### src/rtl/cfls_pkg.sv
// Package for the cube face Lambert shader: item types, fixed-point constants
// and the square root and division step functions.
// Depends on nothing; every other file but cfls_stream_if uses it.
`timescale 1ns / 1ps
`default_nettype none

package cfls_pkg;

    // Number of faces per item and the code of the last one (-z).
    localparam int unsigned FACE_COUNT = 6;
    localparam logic [2:0] FACE_LAST = 3'd5;

    // Fixed-point constants.
    localparam logic [14:0] Q15_MAX = 15'h7FFF;
    localparam logic [16:0] Q16_ONE = 17'h10000;
    localparam logic [8:0] AMBIENT_FULL = 9'd256;
    localparam logic [7:0] CHANNEL_MAX = 8'hFF;

    // Iteration structure of the normalizer pipeline.
    localparam int unsigned SQRT_STEPS = 16;
    localparam int unsigned DIV_STEPS = 16;
    localparam int unsigned STEPS_PER_STAGE = 2;
    localparam int unsigned SQRT_STAGES = SQRT_STEPS / STEPS_PER_STAGE;
    localparam int unsigned DIV_STAGES = DIV_STEPS / STEPS_PER_STAGE;

    // One input item.
    typedef struct packed {
        logic signed [15:0] light_x;
        logic signed [15:0] light_y;
        logic signed [15:0] light_z;
        logic [8:0] ambient_level;
        logic [7:0] base_red;
        logic [7:0] base_green;
        logic [7:0] base_blue;
        logic [7:0] base_alpha;
    } in_item_t;

    // One face result.
    typedef struct packed {
        logic [2:0] face_index;
        logic [7:0] shaded_red;
        logic [7:0] shaded_green;
        logic [7:0] shaded_blue;
        logic [7:0] shaded_alpha;
        logic last_face;
    } out_item_t;

    // A normalized item as it waits between front and back.
    typedef struct packed {
        logic [2:0][14:0] l_mag;
        logic [2:0] l_neg;
        logic [16:0] amb16;
        logic [7:0] red;
        logic [7:0] green;
        logic [7:0] blue;
        logic [7:0] alpha;
    } norm_item_t;

    // Working state of the bit-serial square root.
    typedef struct packed {
        logic [31:0] v;
        logic [31:0] root;
    } sqrt_state_t;

    // Result of one restoring division step.
    typedef struct packed {
        logic [15:0] r;
        logic q;
    } div_state_t;

    // One step of the integer square root with the given bit weight.
    function automatic sqrt_state_t sqrt_step(sqrt_state_t s, logic [31:0] bit_val);
        sqrt_state_t o;
        logic [31:0] trial;
        trial = s.root + bit_val;
        if (s.v >= trial)
        begin
            o.v = s.v - trial;
            o.root = (s.root >> 1) + bit_val;
        end
        else
        begin
            o.v = s.v;
            o.root = s.root >> 1;
        end
        return o;
    endfunction

    // One restoring division step; the remainder stays below len if it enters below len.
    function automatic div_state_t div_step(logic [15:0] r, logic b, logic [15:0] len);
        div_state_t o;
        logic [16:0] t;
        logic [16:0] diff;
        t = {r, b};
        diff = t - {1'b0, len};
        if (t >= {1'b0, len})
        begin
            o.r = diff[15:0];
            o.q = 1'b1;
        end
        else
        begin
            o.r = t[15:0];
            o.q = 1'b0;
        end
        return o;
    endfunction

endpackage

`default_nettype wire

### src/rtl/cfls_queue.sv
// Short queue of normalized items between front and back.
// Uses cfls_pkg for the item type.
`timescale 1ns / 1ps
`default_nettype none

module cfls_queue #(
    parameter int unsigned DEPTH = 2
) (
    input wire logic clk,
    input wire logic rst_n,
    input wire logic push,
    input wire cfls_pkg::norm_item_t push_data,
    output logic full,
    input wire logic pop,
    output logic avail,
    output cfls_pkg::norm_item_t pop_data
);

    localparam int unsigned PTR_W = $clog2(DEPTH);
    localparam int unsigned CNT_W = $clog2(DEPTH + 1);
    localparam logic [PTR_W-1:0] PTR_LAST = PTR_W'(DEPTH - 1);
    localparam logic [CNT_W-1:0] CNT_FULL = CNT_W'(DEPTH);

    cfls_pkg::norm_item_t mem_reg [DEPTH];
    logic [PTR_W-1:0] wr_ptr_reg;
    logic [PTR_W-1:0] rd_ptr_reg;
    logic [CNT_W-1:0] count_reg;

    assign full = (count_reg == CNT_FULL);
    assign avail = (count_reg != '0);
    assign pop_data = mem_reg[rd_ptr_reg];

    // Pointers and fill count.
    always_ff @(posedge clk or negedge rst_n)
    begin
        if (!rst_n)
        begin
            wr_ptr_reg <= '0;
            rd_ptr_reg <= '0;
            count_reg <= '0;
        end
        else
        begin
            if (push)
            begin
                wr_ptr_reg <= (wr_ptr_reg == PTR_LAST) ? '0 : wr_ptr_reg + 1'b1;
            end
            if (pop)
            begin
                rd_ptr_reg <= (rd_ptr_reg == PTR_LAST) ? '0 : rd_ptr_reg + 1'b1;
            end
            if (push && !pop)
            begin
                count_reg <= count_reg + 1'b1;
            end
            else if (pop && !push)
            begin
                count_reg <= count_reg - 1'b1;
            end
        end
    end

    // Storage.
    always_ff @(posedge clk)
    begin
        if (push)
        begin
            mem_reg[wr_ptr_reg] <= push_data;
        end
    end

endmodule

`default_nettype wire

### config.mk
export PLATFORM = sky130hd
export DESIGN_NAME = cfls_queue
export DESIGN_NICKNAME = d
export VERILOG_FILES = /design/src/rtl/cfls_pkg.sv /design/src/rtl/cfls_queue.sv
export SDC_FILE = /design/constraint.sdc
export NUM_CORES = 1
export LEC_CHECK = 0
export ABC_AREA = 1
export BUFFER_PORTS_ARGS = -buffer_cell sky130_fd_sc_hd__buf_4
export CORE_MARGIN = 5
export CORE_UTILIZATION = 52
export DETAILED_ROUTE_END_ITERATION = 8
export GPL_TIMING_DRIVEN = 0
export PLACE_DENSITY = 0.85
export SKIP_LAST_GASP = 1
export SYNTH_ARGS = -nofsm -noshare
export SYNTH_HDL_FRONTEND = slang
export SYNTH_SLANG_ARGS = --single-unit
### constraint.sdc
create_clock -name clk -period 6 [get_ports clk]
set_input_delay 0.6 -clock clk [delete_from_list [all_inputs] [get_ports clk]]
set_output_delay 0.6 -clock clk [all_outputs]
set_load 0.1 [all_outputs]
==> metrics, run 1 <==
outcome=finished, final reports clean; met2 Track Usage GR=28.5%; highest clock rate=411 MHz; crit path DAT=1830 ps; FFs w/ async S/R, synth=2.02%; crit end category=output pin; Setup-failing EPs final=0; Ports=200; die area=16,500 sq um; # resized after CTS=0; Yosys top cell by area=edfxtp_1; die width=128 um; Core Footprint=13,800 sq um; commonest non-fill, non-tap cell in the layout=buf_4; DP Area=9100 sq um; I/O Buffers=199; min Tclk post-route=2430 ps; Tcrit/Tclk final=40.6%; Final Core Density=70.2%; cell area after synthesis=7280 sq um; Netlist cell types=14; vias in the first global route=4,043; Final #Nets=652; most frequent cells in the layout=buf_4 (199), edfxtp_1 (194), mux2_2 (77), mux2_4 (20), clkbuf_16 (17); Req. time, crit path=5400 ps; Mapped Nets=429; starting DRC count in detailed routing=171; final hold vios=0; slew margin rel.=56.8%; Detail Placement HPWL=9650 um; area grow syn2layout=33.3%; post-synthesis sequential area ratio=81.4%; GRT busiest layer=met2; DR vias/cell=4.97; CTS tree=done; Final GP Congestion=0.763; overall global routing resource usage=16.5%; Antenna Nets Post-Route=0; drt wl/cell=18.1 um; CTS Sinks=198; clock tree buffer depth=2; first-pass GRT wire length=20,300 um; Pre-antenna DRT Iters=4; WS Path Type=flip-flop to output pin; critical path launch point type=flip-flop; Yosys warnings=0; largest net degree at the start of global routing=51; CTS Buf Count=17; grt ovf=0; FP Rows=43; Global Route met3 Usage=6.25%; Max Clock Skew=7.11 ps; Seq cells post-synth=198; Synth Instances=327; syn avg cell area=22.3 sq um; post-route cell area=9700 sq um; share of post-route cells with drive strength above 1=60.7%; Die Span Y=128 um; clk slew on worst S/H paths=70 ps; CP max FO=10; met1 Use GR=18.2%; ant diodes=0; Max-cap violations=0; class of the worst hold path=primary input to flip-flop; Post-synth EDFFs=194; # fillers=860; Multi-input gate area=1250 sq um; Yosys top cell area share=80.0%; antenna violations before repair=0; prevailing post-synth register cell=edfxtp_1; root buffer cell=clkbuf_16; unrepaired setup endpoints after global routing=false; max-slew violations=0; final WL=13,500 um; Worst-Skew Late Latency=420 ps; Reg area=5930 sq um; max reg flops=194; Area contributors post-synth=edfxtp_1 (80%), mux2_2 (12%), mux2_4 (4.1%); Slew @ Worst Pin=646 ps; drt drc=0; initial core utilization=52.6%; Vias=3,689; H-Tree Depth=4
-- final timing paths --
check | start | endpoint | slack, ps | cells past startpoint
min in group asynchronous | rst_n | wr_ptr_reg | 520 | 2
max | rd_ptr_reg | pop_data[53] | 3570 | 5
max in group asynchronous | rst_n | count_reg[1] | 5380 | 2
min reg2reg | count_reg[1] | count_reg[1] | 480 | 2
min | push_data[93] | mem_reg[1][93] | 360 | 1
max reg2reg | wr_ptr_reg | mem_reg[0][96] | 4240 | 3
-- layout make-up --
cell class | count | area share [%]
Sequential cell | 198 | 61.1
Timing Repair Buffer | 204 | 16.5
Multi-Input combinational cell | 111 | 12.9
Clock buffer | 19 | 4.46
Tap cell | 180 | 2.32
Clock inverter | 13 | 1.60
Buffer | 11 | 0.825
Inverter | 7 | 0.297
-- per-layer routing --
metal  part of all wire [%]  routed length [um]
met5                      0                   0
met4                    2.1                 289
met3                    9.3                1250
met2                     53                7140
met1                     36                4790
-- Yosys cell counts, types with 2 or more instances --
master    count
mux2_4       20
xor2_1        2
inv_1         7
buf_6         4
dfrtp_1       4
nor2_1        2
buf_2         7
edfxtp_1    194
nand2_1       6
mux2_2       77
-- timing repair --
action | in CTS | in global routing
setup buffers | 0 | 0
hold buffers | 1 | 0
endpoints found under the setup margin | 0 | 0
endpoints found under the hold margin | 4 | 0
-- cells by family after synthesis --
logic type    count (synthesis)  synth area share, %
mux                          97                 16.0
buf+inv                      18                 1.46
flops                       198                 81.4
fa+ha+maj                     1                0.172
simple gates                 10                0.567
xor+xnor                      3                0.361
-- through the flow --
step	hold WS (ps)	worst slack (ps)	std cells	TNS (ps)
final	357	3570	743	0
after global routing	337	3490	743	0
after CTS	340	3530	743	0
after detailed placement	401	3930	710	0
after global placement	397	-1230	706	-119150
after floorplan	304	743	327	0
-- worst max-delay path, cell delays in order (launching register included) --
cell	delay, ps
dfrtp_1	350
buf_6	150
buf_6	170
buf_6	190
mux2_4	320
buf_4	230
Power of run 1 is not shown: default switching activity piles up to over one toggle a cycle in this logic, so the estimate is an artifact.
==> run 2: changes to the inputs <==
- ABC_AREA: 1 -> 0
- CORE_UTILIZATION: 52 -> 47
- PLACE_DENSITY: 0.85 -> 0.82
- clock period: 6 -> 2.1 ns (I/O delays scaled with it)
==> run 2 against run 1 <==
Final area grew 9.5%. Critical path depth is the same. Die area grew 9.5%. Clock skew shrank 1.7 ps. Sequential share of layout area shrank 5.3 points. Synthesized cell count shrank 2.8%. Non-clock buffer count grew 99. Sequential cell count is the same. Setup slack lost 3500 ps. Global-route usage grew 0.35 points. Highest routed layer unchanged.
==> metrics, run 2 <==
outcome=finished, final reports clean; CTS Buf Count=17 (unchanged); Yosys warnings=0 (unchanged); DP Area=9090 sq um (-0.16%); clk slew on worst S/H paths=60 ps (about the same); Die Span Y=134 um (+4.7%); crit path DAT=1790 ps (-40 ps); CP max FO=10 (unchanged); WS Path Type=flip-flop to output pin; Max-cap violations=0 (unchanged); Commonest cells post-synth=edfxtp_1 (194), mux2_2 (77), mux2_4 (20); initial core utilization=47.8% (-4.9 points); antenna violations before repair=0 (unchanged); H-Tree Depth=4 (unchanged); syn avg cell area=22.8 sq um (+2.6%); DR vias/cell=4.85 (-2.2%); unrepaired setup endpoints after global routing=false; first-pass GRT wire length=23,300 um (+15%); Antenna Nets Post-Route=0 (unchanged); I/O Buffers=199 (unchanged); root buffer cell=clkbuf_16; overall global routing resource usage=16.9% (+0.35 points); min Tclk post-route=2000 ps; final WL=15,200 um (+13%); slew margin rel.=57.7% (+0.94 points); FFs w/ async S/R, synth=2.02% (unchanged); Mapped Nets=420 (-2.1%); crit end category=output pin; Tcrit/Tclk final=95.3%; post-synthesis sequential area ratio=81.6% (+0.20 points); share of post-route cells with drive strength above 1=52.2% (-8.6 points); Seq cells post-synth=198 (unchanged); Detail Placement HPWL=9760 um (+1.2%); Worst Setup Slack, final=97.9 ps (-3470 ps); Final #Nets=742 (+14%); Final GP Congestion=0.715 (-6.3%); Yosys top cell area share=80.2% (+0.19 points); Post-synth EDFFs=194 (unchanged); post-route cell area=10,600 sq um (+9.5%); Netlist cell types=14 (unchanged); largest net degree at the start of global routing=56 (+9.8%); Ports=200 (unchanged); pre-CTS setup slack=347 ps (-3580 ps); grt ovf=0 (unchanged); die width=134 um (+4.7%); max-slew violations=0 (unchanged); FP Rows=45 (+4.7%); highest clock rate=499 MHz; prevailing post-synth register cell=edfxtp_1; die area=18,000 sq um (+9.5%); Vias=4,068 (+10%); post-CTS setup buffer count=0 (unchanged); Req. time, crit path=1890 ps (-3510 ps); most common cell in the synthesized netlist=edfxtp_1; Worst-Skew Late Latency=410 ps (about the same); drt wl/cell=18.1 um (about the same); # fillers=920 (+7.0%); Slew @ Worst Pin=634 ps (-12.6 ps); CTS Sinks=198 (unchanged); class of the worst hold path=primary input to async pin; cell area after synthesis=7260 sq um (-0.24%); Max Clock Skew=5.37 ps (-1.74 ps); final hold vios=0 (unchanged); Pre-antenna DRT Iters=4 (unchanged); max reg flops=194 (unchanged); Setup-failing EPs final=0 (unchanged); starting DRC count in detailed routing=134 (-22%); vias in the first global route=4,461 (+10%); most frequent cells in the layout=buf_4 (199), edfxtp_1 (194), dlygate4sd3_1 (100), mux2_2 (77), mux2_4 (20); Yosys top cell by area=edfxtp_1; CTS tree=done; Final Core Density=69.9% (-0.31 points); Core Footprint=15,200 sq um (+9.9%); clock tree buffer depth=2 (unchanged); commonest non-fill, non-tap cell in the layout=buf_4; Synth Instances=318 (-2.8%); drt drc=0 (unchanged); ant diodes=0 (unchanged); critical path launch point type=flip-flop; area grow syn2layout=46.2%; Area contributors post-synth=edfxtp_1 (80%), mux2_2 (12%), mux2_4 (4.1%)
==> run 2: final timing paths <==
check / start / endpoint / slack (ps) / cells after the start
worst max-delay path: rd_ptr_reg / pop_data[54] / 100 / 5
worst max register to register: wr_ptr_reg / mem_reg[0][63] / 350 / 3
worst min-delay path: rst_n / wr_ptr_reg / 180 / 2
worst min register to register: count_reg[1] / count_reg[1] / 500 / 1
max in group asynchronous: rst_n / count_reg[1] / 1820 / 2
min in group clk: count_reg[1] / count_reg[1] / 500 / 1
==> run 2: final cells by class <==
cell class	count	area (sq um)	share of cell area [%]
Buffer	11	90.1	0.848
Clock buffer	19	433	4.08
Clock inverter	10	86.3	0.813
Inverter	1	3.75	0.0353
Multi-Input combinational cell	108	1260	11.9
Sequential cell	198	5930	55.8
Tap cell	188	235	2.22
Timing Repair Buffer	303	2580	24.3
==> run 2: logic make-up (layout without fill, tap and decap cells) <==
logic type | after synthesis | count (layout) | share of synthesized area, %
simple gates | 5 | 5 | 0.396
flops | 198 | 198 | 81.6
buf+inv | 12 | 344 | 1.15
fa+ha+maj | 1 | 1 | 0.172
xor+xnor | 5 | 5 | 0.603
mux | 97 | 97 | 16.1
==> run 2: metal layers <==
| metal | up-vias | wire, um | track usage (%) | part of all wire, % |
|---|---|---|---|---|
| li1 | 1899 | - | - | - |
| met1 | 2012 | 5800 | 19.4 | 38 |
| met2 | 133 | 8330 | 30.3 | 55 |
| met3 | 24 | 781 | 4.43 | 5.1 |
| met4 | 0 | 280 | 6.28 | 1.8 |
| met5 | - | 0 | 0 | 0 |
==> run 2: stage by stage <==
step	instances	hold slack [ps]	TNS, ps
6_report	838	184	0
5_1_grt	838	178	0
4_1_cts	838	104	0
3_5_place_dp	709	8.49	0
3_3_place_gp	705	9.10	-130060
2_1_floorplan	318	-85.6	-18070
==> run 2: repair_timing <==
item                                    CTS  global route
endpoints found under the setup margin    0            20
gates resized for setup                   0             3
hold endpoints to repair                200             0
hold buffers                            100             0
==> run 2: worst max-delay path, stage by stage, from the launching register on <==
cell and delay, ps:
dfrtp_1 340, buf_6 140, buf_6 170, buf_8 180, mux2_4 310, buf_4 230
Power of run 2 is left out for the same reason.
