[config.mk]
export PLATFORM = sky130hd
export DESIGN_NAME = cfls_back_flat
export DESIGN_NICKNAME = d
export VERILOG_FILES = /design/src/rtl/cfls_pkg.sv /design/src/rtl/cfls_stream_if.sv /design/src/rtl/cfls_back.sv /design/src/flat_wrapper.sv
export SDC_FILE = /design/constraint.sdc
export NUM_CORES = 1
export LEC_CHECK = 0
export BUFFER_PORTS_ARGS = -buffer_cell sky130_fd_sc_hd__buf_2
export CORE_UTILIZATION = 20
export DETAILED_ROUTE_END_ITERATION = 6
export PLACE_DENSITY = 0.72
export SLEW_MARGIN = 5
export SYNTH_ARGS = -nofsm -noshare
export SYNTH_HDL_FRONTEND = slang
export SYNTH_SLANG_ARGS = --single-unit
[constraint.sdc]
create_clock -name clk -period 1.2 [get_ports clk]
set_input_delay 0.12 -clock clk [delete_from_list [all_inputs] [get_ports clk]]
set_output_delay 0.12 -clock clk [all_outputs]
set_load 0.01 [all_outputs]
[src/rtl/cfls_pkg.sv]
// Package for the cube face Lambert shader: item types, fixed-point constants
// and the square root and division step functions.
// Depends on nothing; every other file but cfls_stream_if uses it.
`timescale 1ns / 1ps
`default_nettype none

package cfls_pkg;

    // Number of faces per item and the code of the last one (-z).
    localparam int unsigned FACE_COUNT = 6;
    localparam logic [2:0] FACE_LAST = 3'd5;

    // Fixed-point constants.
    localparam logic [14:0] Q15_MAX = 15'h7FFF;
    localparam logic [16:0] Q16_ONE = 17'h10000;
    localparam logic [8:0] AMBIENT_FULL = 9'd256;
    localparam logic [7:0] CHANNEL_MAX = 8'hFF;

    // Iteration structure of the normalizer pipeline.
    localparam int unsigned SQRT_STEPS = 16;
    localparam int unsigned DIV_STEPS = 16;
    localparam int unsigned STEPS_PER_STAGE = 2;
    localparam int unsigned SQRT_STAGES = SQRT_STEPS / STEPS_PER_STAGE;
    localparam int unsigned DIV_STAGES = DIV_STEPS / STEPS_PER_STAGE;

    // One input item.
    typedef struct packed {
        logic signed [15:0] light_x;
        logic signed [15:0] light_y;
        logic signed [15:0] light_z;
        logic [8:0] ambient_level;
        logic [7:0] base_red;
        logic [7:0] base_green;
        logic [7:0] base_blue;
        logic [7:0] base_alpha;
    } in_item_t;

    // One face result.
    typedef struct packed {
        logic [2:0] face_index;
        logic [7:0] shaded_red;
        logic [7:0] shaded_green;
        logic [7:0] shaded_blue;
        logic [7:0] shaded_alpha;
        logic last_face;
    } out_item_t;

    // A normalized item as it waits between front and back.
    typedef struct packed {
        logic [2:0][14:0] l_mag;
        logic [2:0] l_neg;
        logic [16:0] amb16;
        logic [7:0] red;
        logic [7:0] green;
        logic [7:0] blue;
        logic [7:0] alpha;
    } norm_item_t;

    // Working state of the bit-serial square root.
    typedef struct packed {
        logic [31:0] v;
        logic [31:0] root;
    } sqrt_state_t;

    // Result of one restoring division step.
    typedef struct packed {
        logic [15:0] r;
        logic q;
    } div_state_t;

    // One step of the integer square root with the given bit weight.
    function automatic sqrt_state_t sqrt_step(sqrt_state_t s, logic [31:0] bit_val);
        sqrt_state_t o;
        logic [31:0] trial;
        trial = s.root + bit_val;
        if (s.v >= trial)
        begin
            o.v = s.v - trial;
            o.root = (s.root >> 1) + bit_val;
        end
        else
        begin
            o.v = s.v;
            o.root = s.root >> 1;
        end
        return o;
    endfunction

    // One restoring division step; the remainder stays below len if it enters below len.
    function automatic div_state_t div_step(logic [15:0] r, logic b, logic [15:0] len);
        div_state_t o;
        logic [16:0] t;
        logic [16:0] diff;
        t = {r, b};
        diff = t - {1'b0, len};
        if (t >= {1'b0, len})
        begin
            o.r = diff[15:0];
            o.q = 1'b1;
        end
        else
        begin
            o.r = t[15:0];
            o.q = 1'b0;
        end
        return o;
    endfunction

endpackage

`default_nettype wire

[src/rtl/cfls_stream_if.sv]
// Valid/ready stream interface used for the input and result channels.
// The payload type is set per instance; no other dependencies.
`timescale 1ns / 1ps
`default_nettype none

interface cfls_stream_if #(
    parameter type payload_t = logic
);
    logic valid;
    logic ready;
    payload_t payload;

    modport source (output valid, output payload, input ready);
    modport sink (input valid, input payload, output ready);
endinterface

`default_nettype wire

[src/rtl/cfls_back.sv]
// Back end: walks the six faces of each queued item, computes the shade and
// scales the color channels. Uses cfls_pkg and cfls_stream_if.
`timescale 1ns / 1ps
`default_nettype none

module cfls_back (
    input wire logic clk,
    input wire logic rst_n,
    input wire logic avail,
    input wire cfls_pkg::norm_item_t pop_data,
    output logic pop,
    cfls_stream_if.source faces
);

    logic en;
    logic take;
    logic [2:0] face_reg;

    logic b1_valid_reg;
    logic [2:0] b1_face_reg;
    logic [14:0] b1_d_reg;
    logic [16:0] b1_amb16_reg;
    logic [16:0] b1_oneminus_reg;
    logic [7:0] b1_red_reg;
    logic [7:0] b1_green_reg;
    logic [7:0] b1_blue_reg;
    logic [7:0] b1_alpha_reg;

    logic b2_valid_reg;
    logic [2:0] b2_face_reg;
    logic [16:0] b2_shade_reg;
    logic [7:0] b2_red_reg;
    logic [7:0] b2_green_reg;
    logic [7:0] b2_blue_reg;
    logic [7:0] b2_alpha_reg;

    logic out_valid_reg;
    cfls_pkg::out_item_t out_reg;

    logic [1:0] axis;
    logic [14:0] d_next;
    logic [31:0] diffuse;
    logic [16:0] shade_next;

    // The back pipeline moves while the output register can be refilled.
    assign en = !out_valid_reg || faces.ready;
    assign take = en && avail;
    assign pop = take && (face_reg == cfls_pkg::FACE_LAST);
    assign faces.valid = out_valid_reg;
    assign faces.payload = out_reg;

    // Clamped n . L for the current face.
    always_comb
    begin
        axis = face_reg[2:1];
        if (face_reg[0] == pop_data.l_neg[axis])
        begin
            d_next = pop_data.l_mag[axis];
        end
        else
        begin
            d_next = '0;
        end
    end

    // Shade in Q1.16 from the registered ambient and n . L terms.
    always_comb
    begin
        diffuse = b1_oneminus_reg * b1_d_reg;
        shade_next = b1_amb16_reg + diffuse[31:15];
    end

    // Face counter and valid bits.
    always_ff @(posedge clk or negedge rst_n)
    begin
        if (!rst_n)
        begin
            face_reg <= '0;
            b1_valid_reg <= 1'b0;
            b2_valid_reg <= 1'b0;
            out_valid_reg <= 1'b0;
        end
        else if (en)
        begin
            b1_valid_reg <= avail;
            b2_valid_reg <= b1_valid_reg;
            out_valid_reg <= b2_valid_reg;
            if (avail)
            begin
                face_reg <= (face_reg == cfls_pkg::FACE_LAST) ? '0 : face_reg + 1'b1;
            end
        end
    end

    // Payload stages.
    always_ff @(posedge clk)
    begin
        logic [24:0] pr;
        logic [24:0] pg;
        logic [24:0] pb;
        if (en)
        begin
            b1_face_reg <= face_reg;
            b1_d_reg <= d_next;
            b1_amb16_reg <= pop_data.amb16;
            b1_oneminus_reg <= cfls_pkg::Q16_ONE - pop_data.amb16;
            b1_red_reg <= pop_data.red;
            b1_green_reg <= pop_data.green;
            b1_blue_reg <= pop_data.blue;
            b1_alpha_reg <= pop_data.alpha;

            b2_face_reg <= b1_face_reg;
            b2_shade_reg <= shade_next;
            b2_red_reg <= b1_red_reg;
            b2_green_reg <= b1_green_reg;
            b2_blue_reg <= b1_blue_reg;
            b2_alpha_reg <= b1_alpha_reg;

            pr = b2_red_reg * b2_shade_reg;
            pg = b2_green_reg * b2_shade_reg;
            pb = b2_blue_reg * b2_shade_reg;
            out_reg.face_index <= b2_face_reg;
            out_reg.shaded_red <= pr[24] ? cfls_pkg::CHANNEL_MAX : pr[23:16];
            out_reg.shaded_green <= pg[24] ? cfls_pkg::CHANNEL_MAX : pg[23:16];
            out_reg.shaded_blue <= pb[24] ? cfls_pkg::CHANNEL_MAX : pb[23:16];
            out_reg.shaded_alpha <= b2_alpha_reg;
            out_reg.last_face <= (b2_face_reg == cfls_pkg::FACE_LAST);
        end
    end

endmodule

`default_nettype wire

[src/flat_wrapper.sv]
// flat-port wrapper written by rule: the top's interface ports become plain ports
module cfls_back_flat 
  (clk, rst_n, avail, pop_data, pop, faces_valid, faces_payload, faces_ready);
  cfls_stream_if faces_i ();
  input wire logic clk;
  input wire logic rst_n;
  input wire logic avail;
  input wire cfls_pkg::norm_item_t pop_data;
  output logic pop;
  output wire logic [$bits(faces_i.valid)-1:0] faces_valid;
  output wire logic [$bits(faces_i.payload)-1:0] faces_payload;
  input wire logic [$bits(faces_i.ready)-1:0] faces_ready;
  assign faces_valid = faces_i.valid;
  assign faces_payload = faces_i.payload;
  assign faces_i.ready = faces_ready;
  cfls_back u_core (.clk(clk), .rst_n(rst_n), .avail(avail), .pop_data(pop_data), .pop(pop), .faces(faces_i));
endmodule
==> results of run 1 <==
## kinds of logic (layout without fill, tap and decap cells)
group | after synthesis | in the layout
buffers and inverters | 1 | 19
and+or+nand+nor | 10 | 10
AOI/OAI and AO/OA | 1 | 1
DFF | 13 | 13
xor gates and xnor gates | 1 | 1
muxes | 3 | 3
## placed cells by master (no fill, tap or decap), drive strengths merged
master / count
xnor2: 1
nor2: 2
nor3: 1
nand2: 3
clkbuf: 4
inv: 1
buf: 13
dfrtp: 6
or2b: 1
mux2: 3
and3: 1
o21ai: 1
nor2b: 1
dlygate4sd3: 1
nand2b: 1
edfxtp: 7
## worst max-delay path, cell delays in order, from the launching register on
cell and delay [ps]:
dfrtp_1 420, nand2_2 100, nor3_4 170, buf_2 150
## layout make-up
type	instances	area, um2
clock buffers	4	26.3
fillers	230	1570
inverters	1	3.75
multi-input cells	15	139
flip-flops and latches	13	360
well taps	28	35.0
repair buffers	14	100
## power breakdown
part,internal (W),total [W],switching (W)
logic,0.000254,0.000417,0.000163
registers,0.000707,0.000831,0.000124
clock network,0.000129,0.000271,0.000142
total,0.00109,0.00152,0.000428
## how the worst max path moves through the flow
stage | startpoint | end | slack [ps] | depth (start not counted)
after global placement | u_core.faces.valid | u_core.face_reg[1] | 110 | 3
after global routing | u_core.faces.valid | pop | -90 | 4
final | u_core.face_reg[2] | pop | -30 | 3
after floorplan | u_core.faces.valid | u_core.face_reg[1] | 20 | 3
after CTS | u_core.faces.valid | u_core.face_reg[2] | -30 | 4
after detailed placement | u_core.faces.valid | u_core.face_reg[2] | 90 | 3
## metal layers
metal | up-vias | routed length (um)
met4 | 0 | 34
met3 | 5 | 40
met5 | - | 0
met2 | 8 | 376
met1 | 136 | 363
li1 | 135 | -
## through the flow
stage / hold WS (ps) / setup slack (ps) / util / instances
6_report: 199 / -33.8 / 0.297 / 75
5_1_grt: 221 / -92.5 / 0.297 / 75
4_1_cts: 202 / -25.1 / 0.285 / 73
3_5_place_dp: -48.1 / 88.0 / 0.252 / 65
3_3_place_gp: -52.2 / 108 / 0.252 / 65
2_1_floorplan: -176 / 17.2 / - / 29
## timing repair
item,CTS,global route
setup buffers,3,2
endpoints found under the hold margin,6,0
resized for setup,4,3
hold buffers,1,0
pin swaps,2,0
endpoints found under the setup margin,1,4
==> flow_summary.toml, run 1 <==
[synthesis]
synth_flop_cell = "edfxtp_1"
postSynthCellCount = 29
muxShareOfSynthArea = 0.0857
yosys.area_share.simple = 0.130
syn_nets = 130
synth_fa_ha_area_frac = 0
synth_top_cell_by_area = "edfxtp_1"
synth-xor-area-share = 0.0182
yosysWarnings = 0
ys_seq_area_frac = 0.748
yosys.cell_count.top_type = "edfxtp_1"
ys_ff_latch = 13
synth.top_cell.area_share = 0.436
synth_top_family_by_area = "simple AND/OR/NAND/NOR gates"
synth_edf_count = 7
yosys-top-cells-count = "7 x edfxtp_1, 6 x dfrtp_1, 3 x nand2_1, 2 x mux2_4, 2 x nor2_1"
netlist-cell-type-count = 14
synthArstFlopShare = 0.462
synth_area_per_cell_um2 = 16.6
synth.area.top_cells = "edfxtp_1 44%, dfrtp_1 31%, mux2_4 6.2%"
netlist_area_um2 = 482
synth_compound_area_frac = 0.0104

[route]
vias = 284
drt-initial-drc-count = 0
vias_per_cell = 3.79
dr.pass1.iters = 1
routedWlPerCell_um = 10.9
wl_um = 815
ant_nets = 0
drc_errors = 0

[power_and_ir_drop]
p_total_w = 0.00152
ir_drop_mv = 0.644
p_per_area_nw_per_um2 = 2290
p_leak_nw = 0.290

[setup_path]
setup.worst_path.class = "register to output pin"
cp_max_fo = 5
cp-start-kind = "register"
cp.required_ps = 1080
cp-end-kind = "output pin"
r2r-start = "u_core.faces.valid"
critPathArrivalTime_ps = 1110
r2r_cells = 4
rrSetupSlack_ps = -30
rr_endpoint = "u_core.face_reg[2]"

[global_routing]
grt_max_degree = 8
grt_pass1_wl_mm = 1.26
grt_pass1_vias = 272
grt_util_met2 = 0.103
busiest_layer = "met2"
met3_usage = 0.0268
antenna_found_initial = 0
grt_overflow_total = 0
grtUsageTotal = 0.0748
gr-usage-met1 = 0.0832

[clock_tree]
root_buffer = "clkbuf_4"
cts_tree = "built"
path_clk_slew_ps = 80
clk_latency_ps = 280
clock_sinks = 13
clockBufferDepth = 2
cts_made_buffers = 3
cts-htree-levels = 1

[timing]
fin_worst_skew_ps = 3.07
max_freq_ghz = 0.811
setup_viol = 3
tns_ps = -84.7
fin_crit_ps = 1230
slew_headroom = 0.857
maxSlewViolCount = 0
hold_viol_final = 0
rsz0062_at_grt = "yes"
worst-slew-pin-transition_ps = 215
min_period_over_period = 1.03
fin_ws_ps = -33.8

[placement]
place_area_um2 = 562
gp_congestion = 0.672
io_buffers = 6
dpl.hpwl_um = 488

[run_status]
status = "finished with violations"
failed_checks = "setup timing"

[die]
core-area_um2 = 2230
num_rows = 17
die_w_um = 51.1
boundaryPins = 104
dieArea_um2 = 2610
initial_core_util = 0.216
dieHeight_um = 51.1

[final_layout]
antenna_cells = 0
nets = 149
drive_above_1_share = 0.511
design_area_um2 = 664
syn2layout_area_growth_pct = 37.9

[flow_run]
cap_viol_max_count = 0

[worst_hold_path]
hold_path.class = "primary input to asynchronous set/reset pin"
(Power assumes the default switching activity.)
==> inputs of run 2 (changes only) <==
GPL_TIMING_DRIVEN = 0   (was default)
==> run 2 against run 1 <==
The run still ends with setup timing left. Final cell count shrank 2.7%. Cell area fell by 3.6%. Count of clock-buffer cells in the layout unchanged. Global-route usage down 0.42 points. Setup slack better by 20 ps. Largest power group unchanged.
==> flow_summary.toml, run 2 (synthesis results as in run 1) <==
[final_layout]
antenna_cells = 0
layout_common_cells = "7 x edfxtp_1, 6 x buf_2, 6 x dfrtp_1"
drive_above_1_share = 0.467
final_common_cell = "edfxtp_1"
nets = 147
syn2layout_area_growth_pct = 33.0

[setup_path]
critPathArrivalTime_ps = 1370
path_buf_inv = 1
cpPeakStageDelay_ps = 410
setup.worst_path.class = "register to register"
cp_num_cells = 4
cp_slowest_cell = "dfrtp_1"
cp.required_ps = 1360
cp-start-kind = "register"
r2r_cells = 4
cp-end-kind = "register"
cp_max_fo = 3
cp_cell_sequence = "nand2b_4, buf_8, and3_4, mux2_4"
critical-path-top-delay-family = "flip-flops"

[timing]
fin_worst_skew_ps = 4.81
hold_viol_final = 0
min_period_over_period = 1.01
maxSlewViolCount = 0
slew_headroom = 0.883
worst-slew-pin-transition_ps = 175
fin_crit_ps = 1210
rsz0062_at_grt = "yes"
setup_viol = 2
timing.hold.ws_ps = 196
max_freq_ghz = 0.824
fin_ws_ps = -14.3

[clock_tree]
clk_latency_ps = 270
path_clk_slew_ps = 70
clockBufferDepth = 2
cts_made_buffers = 3
cts-htree-levels = 1
clock_sinks = 13
cts_tree = "built"
root_buffer = "clkbuf_4"

[die]
die_w_um = 51.1
core-area_um2 = 2230
initial_core_util = 0.216
boundaryPins = 104
dieArea_um2 = 2610
dieHeight_um = 51.1
num_rows = 17

[placement]
gp_congestion = 0.652
io_buffers = 6
dpl.hpwl_um = 439

[route]
vias_per_cell = 3.70
vias = 270
wl_um = 701
routedWlPerCell_um = 9.60
drt-initial-drc-count = 0
dr.pass1.iters = 1
drc_errors = 0
ant_nets = 0

[global_routing]
grt_max_degree = 8
gr-usage-met1 = 0.0857
grt_pass1_vias = 278
grt_overflow_total = 0
met3_usage = 0.0268
busiest_layer = "met1"
grt_pass1_wl_mm = 1.20
grtUsageTotal = 0.0706
grt_util_met2 = 0.0855
antenna_found_initial = 0

[power_and_ir_drop]
p_per_area_nw_per_um2 = 2260
ir_drop_mv = 0.596
p_leak_nw = 0.276
p_total_w = 0.00145

[run_status]
status = "finished with violations"
failed_checks = "setup timing"

[flow_run]
cap_viol_max_count = 0

[worst_hold_path]
hold_path.class = "primary input to asynchronous set/reset pin"
-- run 2: cell count changes in the layout (fill, tap and decap cells not counted) --
cell	delta
buf_4	-1
nand2_2	-1
buf_6	-2
nor3_2	+1
nand2_1	+1
nor3_4	-1
buf_8	+1
-- run 2: area by class of cell --
class	count	area (um2)
sequential	13	360
fill	234	1590
clock buffer	4	26.3
timing repair buffer	12	85.1
multi-input combinational	15	130
inverter	1	3.75
tap	28	35.0
-- run 2: final timing paths --
kind | start | end | slack [ps]
min in group clk | avail | u_core.face_reg[0] | 220
hold reg to reg | u_core.b1_face_reg[2] | u_core.b2_face_reg[2] | 420
hold / removal | rst_n | u_core.faces.valid | 200
max in group asynchronous | rst_n | u_core.face_reg[1] | 860
setup reg to reg | u_core.faces.valid | u_core.face_reg[1] | -10
setup / recovery | u_core.faces.valid | u_core.face_reg[1] | -10
-- run 2: power by group --
group / internal (W) / leakage [nW] / total [W] / switching [W]
sequential: 0.000708 / 0.144 / 0.000822 / 0.000114
combinational: 0.000227 / 0.117 / 0.000366 / 0.000139
clock: 0.000129 / 0.0150 / 0.000259 / 0.000130
total: 0.00106 / 0.276 / 0.00145 / 0.000383
-- run 2: what timing repair did --
action | in CTS | in global routing
resized for setup | 5 | 0
setup buffers | 5 | 0
pin swaps | 2 | 0
gates cloned | 0 | 0
endpoints found under the hold margin | 6 | 0
endpoints found under the setup margin | 3 | 4
hold buffers | 1 | 0
-- run 2: stage by stage --
stage               instance area [um2]  TNS [ps]  setup WS (ps)   util  instances
floorplan                           482         0           17.2      -         29
global placement                    547         0           28.4  0.245         63
detailed placement                  547         0           4.19  0.245         63
CTS                                 641     -66.4          -23.0  0.287         73
global route                        641      -186          -58.5  0.287         73
finish                              641     -28.4          -14.3  0.287         73
-- run 2: per-layer routing --
layer | up-vias | share of wire
met5 | - | 0
met4 | 0 | 0.050
met3 | 5 | 0.056
met2 | 8 | 0.43
met1 | 127 | 0.47
li1 | 130 | -
==> inputs of run 3 (changes only) <==
BUFFER_PORTS_ARGS = default   (was -buffer_cell sky130_fd_sc_hd__buf_2)
CORE_AREA = 2 2 39 41   (was default)
CORE_UTILIZATION = default   (was 20)
DIE_AREA = 0 0 41 43   (was default)
DONT_BUFFER_PORTS = 1   (was default)
PLACE_DENSITY = 0.51   (was 0.72)
==> run 3 against run 2 <==
The run now ends clean. Clock skew fell by 1.2 ps. Critical path depth is 1 lower. Hold slack lost 190 ps. Power fell by 4.3%. Wire length decreased by 6.4%. Maximum frequency rose by 2.0%. Die area shrank 32%. Largest cell class unchanged. Sequential power grew 3.3%. Final cell count shrank 30%. Clock power barely moved.
==> flow_summary.toml, run 3 (synthesis results as in run 1) <==
[run_status]
status = "completed"

[flow_run]
cap_viol_max_count = 0

[route]
vias_per_cell = 4.49
drt-initial-drc-count = 4
wl_um = 656
ant_nets = 0
drc_errors = 0
dr.pass1.iters = 4
vias = 229
routedWlPerCell_um = 12.9

[global_routing]
grt_overflow_total = 0
grt_max_degree = 10
antenna_found_initial = 0
grtUsageTotal = 0.108
grt_pass1_vias = 275
grt_pass1_wl_mm = 1.19

[clock_tree]
cts-htree-levels = 1
cts_made_buffers = 3
cts_tree = "built"
clock_sinks = 13
clockBufferDepth = 2
root_buffer = "clkbuf_4"
path_clk_slew_ps = 80
clk_latency_ps = 270

[setup_path]
critPathArrivalTime_ps = 1350
cp.required_ps = 1360
cp-end-kind = "register"
critical-path-top-delay-family = "flip-flops"
cp_cell_sequence = "nand2b_4, and3_4, mux2_4"
r2r-start = "u_core.faces.valid"
cp_slowest_cell = "dfrtp_1"
setup.worst_path.class = "register to register"
cp_max_fo = 4
path_buf_inv = 0
cp_num_cells = 3
cpPeakStageDelay_ps = 440
worstSetupStartpoint = "u_core.faces.valid"
cp-start-kind = "register"
r2r_cells = 3

[power_and_ir_drop]
p_sw_w = 0.000388
seqPwrFrac = 0.613
p_total_w = 0.00138
p_per_area_nw_per_um2 = 2440
internal_power_w = 0.000996
ir_drop_mv = 0.866
swShare = 0.280
clkPwrFrac = 0.186
power_frac_comb = 0.200
p_leak_nw = 0.235

[timing]
setup_viol = 0
fin_crit_ps = 1190
max_freq_ghz = 0.840
fin_worst_skew_ps = 3.61
rsz0062_at_grt = "yes"
worst-slew-pin-transition_ps = 274
timing.hold.ws_ps = 2.46
slew_headroom = 0.817
tns_ps = 0
min_period_over_period = 0.992
maxSlewViolCount = 0
hold_viol_final = 0

[final_layout]
final_common_cell = "edfxtp_1"
layout_common_cells = "7 x edfxtp_1, 6 x dfrtp_1, 3 x clkbuf_4"
syn2layout_area_growth_pct = 17.9
nets = 137
design_area_um2 = 568
utilization = 0.410
drive_above_1_share = 0.314
antenna_cells = 0
num-fill-cells = 130

[worst_hold_path]
hold_path.class = "primary input to register"
hp-start = "avail"
holdPathStages = 2

[die]
dieHeight_um = 43
num_rows = 14
dieArea_um2 = 1760
core-area_um2 = 1380
die_w_um = 41
initial_core_util = 0.348
boundaryPins = 104

[placement]
io_buffers = 0
place_area_um2 = 502
gp_congestion = 0.638
[run 3: cell types whose count changed in the layout (fill, tap and decap cells not counted), sizes merged]
cell,previous run,this run
buf,11,1
[run 3: final timing paths]
check                      slack (ps)                    end
max                                10     u_core.face_reg[1]
max in group asynchronous         830     u_core.faces.valid
min in group asynchronous         150     u_core.face_reg[2]
max reg2reg                        10     u_core.face_reg[1]
min reg2reg                       430  u_core.b2_face_reg[2]
min                                 2    u_core.b1_valid_reg
[run 3: what timing repair did]
item / 4_1_cts / 5_1_grt
endpoints found under the setup margin: 3 / 2
hold buffers: 1 / 0
setup buffers: 1 / 0
endpoints found under the hold margin: 6 / 0
pin swaps: 1 / 0
gates resized for setup: 3 / 2
[run 3: layer usage]
| metal | part of all wire | GRT usage |
|---|---|---|
| met1 | 0.45 | 0.129 |
| met2 | 0.49 | 0.153 |
| met3 | 0.055 | 0.0524 |
| met4 | 0 | 0.0600 |
| met5 | 0 | 0 |
[run 3: stage by stage]
| step | std cells | setup WS (ps) |
|---|---|---|
| 6_report | 51 | 9.99 |
| 5_1_grt | 51 | -34.2 |
| 4_1_cts | 51 | -10.3 |
| 3_5_place_dp | 45 | -65.2 |
| 3_3_place_gp | 45 | -31.5 |
| 2_1_floorplan | 29 | 17.2 |
[run 3: layout make-up]
class                      count  area (um2)  area share
tap                           16        20.0      0.0352
timing repair buffer           2        21.3      0.0374
clock buffer                   4        26.3      0.0463
multi-input combinational     15         136       0.240
inverter                       1        3.75     0.00661
sequential                    13         360       0.634
[run 3: power by group through the flow]
stage / Combinational [W] / Sequential [W] / Clock [W]
finish: 0.000277 / 0.000849 / 0.000258
detailed placement: 0.000233 / 0.000851 / 0
CTS: 0.000270 / 0.000850 / 0.000271
floorplan: 0.000201 / 0.000814 / 0
global placement: 0.000217 / 0.000835 / 0
global route: 0.000308 / 0.000885 / 0.000295
